[src/design/acb_pkg.sv]
package acb_pkg;

	// angle units: 1/64 degree
	localparam int TURN_UNITS = 23040;
	localparam int QUAD_UNITS = 5760;

	// CORDIC datapath
	localparam int ATAN_ENTRIES = 24;
	localparam int ATAN_IDX_W   = 5;
	localparam int TRIG_W       = 34;
	localparam int Z_W          = 33;
	localparam int ZIN_W        = 30;
	localparam int REM_W        = 14;
	localparam int PT_W         = 36;
	localparam logic signed [TRIG_W-1:0] GAIN_START = 34'sd652032874;

	// rem * 2^30 / QUAD_UNITS equals rem * 2^23 / 45; ceil(2^41 / 45) with an
	// 18-bit shift is exact for every rem below QUAD_UNITS
	localparam int                   Z_RECIP_W = 36;
	localparam logic [Z_RECIP_W-1:0] Z_RECIP   = 36'd48867183457;
	localparam int                   Z_SHIFT   = 18;

	// arctangent table, 2^32 per turn
	localparam logic [31:0] ATAN_TABLE [ATAN_ENTRIES] = '{
		32'h20000000, 32'h12E4051E, 32'h09FB385B, 32'h051111D4, 32'h028B0D43, 32'h0145D7E1,
		32'h00A2F61E, 32'h00517C55, 32'h0028BE53, 32'h00145F2F, 32'h000A2F98, 32'h000517CC,
		32'h00028BE6, 32'h000145F3, 32'h0000A2FA, 32'h0000517D, 32'h000028BE, 32'h0000145F,
		32'h00000A30, 32'h00000518, 32'h0000028C, 32'h00000146, 32'h000000A3, 32'h00000051
	};

	// reduce a raw angle into [0, TURN_UNITS)
	function automatic logic [14:0] norm_angle(input logic signed [15:0] a);
		logic signed [16:0] w;
		w = {a[15], a};
		if (w >= 17'sd23040) begin
			w = w - 17'sd23040;
		end else if (w < -17'sd23040) begin
			w = w + 17'sd46080;
		end else if (w < 17'sd0) begin
			w = w + 17'sd23040;
		end
		return w[14:0];
	endfunction

	function automatic logic [1:0] quadrant(input logic [14:0] a);
		logic [1:0] q;
		if (a >= 15'd17280) begin
			q = 2'd3;
		end else if (a >= 15'd11520) begin
			q = 2'd2;
		end else if (a >= 15'd5760) begin
			q = 2'd1;
		end else begin
			q = 2'd0;
		end
		return q;
	endfunction

endpackage

[src/design/acb_cordic.sv]
// one CORDIC rotation lane, one iteration per enabled cycle
module acb_cordic (
	input  logic                                  clk,
	input  logic                                  load,
	input  logic                                  en,
	input  logic [acb_pkg::ATAN_IDX_W-1:0]        idx,
	input  logic [acb_pkg::ZIN_W-1:0]             z_in,
	output logic signed [acb_pkg::TRIG_W-1:0]     x_out,
	output logic signed [acb_pkg::TRIG_W-1:0]     y_out
);

	logic signed [acb_pkg::TRIG_W-1:0] x_q, y_q;
	logic signed [acb_pkg::Z_W-1:0]    z_q;
	logic signed [acb_pkg::TRIG_W-1:0] x_sh, y_sh;
	logic signed [acb_pkg::Z_W-1:0]    atan_v;

	assign x_sh   = x_q >>> idx;
	assign y_sh   = y_q >>> idx;
	assign atan_v = $signed({1'b0, acb_pkg::ATAN_TABLE[idx]});

	// micro-rotation toward z = 0
	always_ff @(posedge clk) begin
		if (load) begin
			x_q <= acb_pkg::GAIN_START;
			y_q <= '0;
			z_q <= $signed({3'b000, z_in});
		end else if (en) begin
			if (z_q >= 0) begin
				x_q <= x_q - y_sh;
				y_q <= y_q + x_sh;
				z_q <= z_q - atan_v;
			end else begin
				x_q <= x_q + y_sh;
				y_q <= y_q - x_sh;
				z_q <= z_q + atan_v;
			end
		end
	end

	assign x_out = x_q;
	assign y_out = y_q;

endmodule

[config.mk]
export PLATFORM = sky130hd
export DESIGN_NAME = acb_cordic
export DESIGN_NICKNAME = d
export VERILOG_FILES = /design/src/design/acb_pkg.sv /design/src/design/acb_cordic.sv
export SDC_FILE = /design/constraint.sdc
export NUM_CORES = 1
export LEC_CHECK = 0
export ABC_AREA = 1
export BUFFER_PORTS_ARGS = -buffer_cell sky130_fd_sc_hd__buf_2
export CAP_MARGIN = 20
export CORE_MARGIN = 2
export CORE_UTILIZATION = 30
export CTS_BUF_LIST = sky130_fd_sc_hd__clkbuf_4
export DETAILED_ROUTE_END_ITERATION = 6
export MAX_ROUTING_LAYER = met4
export PLACE_DENSITY_LB_ADDON = 0.05
export SLEW_MARGIN = 20
export SYNTH_ARGS = -nofsm -noshare
export SYNTH_HDL_FRONTEND = slang
export SYNTH_SLANG_ARGS = --single-unit
[constraint.sdc]
create_clock -name clk -period 5.2 [get_ports clk]
set_input_delay 1.04 -clock clk [delete_from_list [all_inputs] [get_ports clk]]
set_output_delay 1.04 -clock clk [all_outputs]
set_load 0.03 [all_outputs]
==> key figures <==
Placement
  • I/O Buffers: about 110
  • DP Worst Slack: -548.9 ps
  • Dpl hpwl: roughly 61000 um
  • RD Place Congestion: just over 1
  • Placed inst area: about 23000 um^2

Hold path
  • Hold Crit Class: flop to flop
  • Hold-critical path depth: 2
  • Critical hold path startpoint: z_q[31]

Critical path
  • R2R depth: 32
  • Setup CP Type: input port to flop
  • CP startpoint kind: input port
  • Slowest stage delay, CP: 290 ps
  • Slowest CP cell: ha_1
  • R2R Path Start: x_out[7]
  • WP data required: between 5000 and 6000 ps
  • Setup crit start: idx[0]
  • Arrival @ worst endpoint: roughly 5600 ps
  • CP endpoint kind: flop
  • Crit-path most repeated cell: nand2_2
  • Critical path fanouts, max: 30

Layout
  • Core Util, Final: between 40% and 50%
  • Share of layout cells above drive strength 1: between 30 and 40%
  • P&R area growth vs syn: 46.01%
  • Fin nets: between 3000 and 4000
  • Final instance area: approximately 23000 um^2

Timing
  • Worst Setup Slack, final: about 250 ps
  • Max Clock Skew: about 53 ps
  • Min Clock Period, post-route: just under 5000 ps
  • Final Slew Violations: 0
  • Tightest Pin Transition: 1142 ps
  • RSZ-0062 raised after global routing: false
  • Max Fclk: slightly above 200 MHz
  • Final number of hold-violating endpoints: 0
  • Total negative setup slack: 0 ps
  • Rel. slew slack: a little under a quarter
  • Hold slack: 528.9 ps
  • Fin crit share: 95.16%
  • Final setup viols: 0

Logic synthesis
  • Yosys cell types: 61
  • Area share of the largest cell type after synthesis: 19.05%
  • Cells after Synth: 2771
  • Mapped Nets: between 2000 and 3000
  • Post-synthesis sequential area ratio: around 14%
  • Count leader, synth: nand2_1
  • Most used DFF post-synth: dfxtp_1
  • Largest area contributor in the netlist: nand2_1
  • Yosys synthesis warning count: 0
  • Post-synth ARST share: 0%
  • Cell area after synthesis: 16040 um^2
  • Post-synth EDFFs: 30
  • Yosys reg bits: approximately 100
  • List of most frequent post-synthesis cells: 814 x nand2_1, 346 x nand3_1, 277 x nor2_1, 267 x inv_1, 167 x a21oi_1
  • Area contributors post-synth: nand2_1 19%, nand3_1 11%, dfxtp_1 8.9%
  • Syn avg cell area: slightly below 6 um^2

GRT
  • Total GRT Usage: 26.68%
  • GR Util met1: between 30% and 40%
  • Vias in the first global route: a little over 20000
  • Busiest grt layer: met2
  • Total global routing overflow: 0
  • Largest net degree at the start of global routing: 47
  • Initial antenna violation count: 3
  • Met2 GRT Util: between 40% and 50%
  • First-pass GRT wire length: roughly 110000 um
  • M3 GR Usage: around 2.7%

Routing
  • Final WL: approximately 73000 um
  • Average routed wire per standard cell: about 17 um
  • Remaining DRCs: 0
  • Vias: about 21000
  • DR pass1 iterations: 7
  • Via/cell ratio: 4.876
  • Detail Route Antenna Nets: 0
  • 1st-iter DRT viols: about 1200

Floorplan
  • Die height: between 200 and 250 um
  • Num rows: 84
  • # IOs: 106
  • Starting Density: a little under a third
  • Die area: 55330 um^2
  • Die Wd: about 240 um
  • Core Region: ~53000 um^2

Clock tree
  • Worst-Skew Late Latency: 680 ps
  • Buffer depth of the longest clock path: 2
  • CTS Buf Count: 9
  • Reg clk slew, reported paths: approximately 240 ps
  • CTS sink cnt: ~100
  • Htree depth: 3
  • Clk root buf: clkbuf_4
  • CTS tree: built

Power
  • Max VDD drop: 0.4784 mV
  • Pwr dens: around 790 nW/um^2
  • Gate power share: about 88%
  • Clock power frac: between 2 and 3%
  • Sw Ratio: about half
  • Int Pwr: roughly 9 mW
  • Pleak: between 10 and 15 nW
  • P_sw: around 9.4 mW
  • Sequential Power Share: a little under a tenth

Outcome
  • Status: complete, no violations

Job
  • MaxCap Viol Count: 0
==> metal layers <==
layer / vias to the layer above / share of wire (%)
li1: 10787 / -
met1: 9676 / 47
met2: 342 / 47
met3: 68 / 3.0
met4: 0 / 2.6
met5: - / 0
==> cells by family after synthesis <==
group | Yosys count | share of synthesized area, %
simple gates | 1619 | 44.38
compound gates | 427 | 15.38
buf+inv | 394 | 10.48
xor+xnor | 120 | 6.552
fa+ha+maj | 110 | 8.721
flops | 101 | 14.48
==> power groups by stage <==
stage	combinational, mW	clock, mW	sequential, mW
after floorplan	7.85	0	1.93
after global placement	15.7	0	1.78
after global routing	18.0	0.548	1.79
after CTS	15.9	0.523	1.76
final	16.3	0.488	1.74
after detailed placement	15.8	0	1.77
==> worst paths after layout <==
| kind | end | slack (ps) |
|---|---|---|
| worst max-delay path | y_out[33] | 250 |
| worst min-delay path | z_q[31] | 530 |
| worst max register to register | y_out[33] | 530 |
| worst min register to register | z_q[31] | 530 |
==> state kept, by name (all words and copies together), names as in the netlist <==
| signal | cells |
|---|---|
| y_out | 34 |
| x_out | 34 |
| z_q | 33 |
==> critical path, delay by kind of cell <==
kind / cells / cell delay, ps
AOI/OAI and AO/OA: 7 / 1180
xor gates and xnor gates: 1 / 240
adders and majority gates: 2 / 450
buffers and inverters: 9 / 880
and+or+nand+nor: 16 / 1700
==> layout make-up <==
type | instances | area [um^2]
fill | 5773 | 29340
multi-input combinational | 2276 | 12300
timing repair buffer | 910 | 6718
sequential | 101 | 2323
inverter | 284 | 1069
tap | 688 | 860.8
clock buffer | 9 | 67.56
clock inverter | 7 | 66.31
antenna | 6 | 15.01
==> timing repair <==
| item | CTS | global route |
|---|---|---|
| endpoints found under the setup margin | 0 | 32 |
| gates resized for setup | 0 | 70 |
| buffers inserted | 0 | 4 |
| hold buffers | 0 | 0 |
==> placed cells by master (no fill, tap or decap), types with 13 or more instances in the layout <==
cell type and count:
a21oi_1 161, a31oi_1 28, buf_2 105, buf_4 793
dfxtp_1 70, edfxtp_1 30, ha_1 104, inv_1 265
inv_2 17, nand2_1 807, nand2_2 40, nand3_1 344
nand3_2 28, nand4_1 22, nor2_1 275, nor2_2 15
nor3_1 21, o211ai_1 13, o21ai_0 101, o21ai_1 30
o221ai_1 13, or2_2 28, xnor2_1 44, xor2_1 72
==> stage by stage <==
| step | power, mW | cells |
|---|---|---|
| finish | 18.51 | 4281 |
| global placement | 17.50 | 4255 |
| global route | 20.30 | 4278 |
| CTS | 18.18 | 4271 |
| detailed placement | 17.58 | 4255 |
| floorplan | 9.788 | 2771 |
No activity file was read; power rests on OpenSTA's default activity.
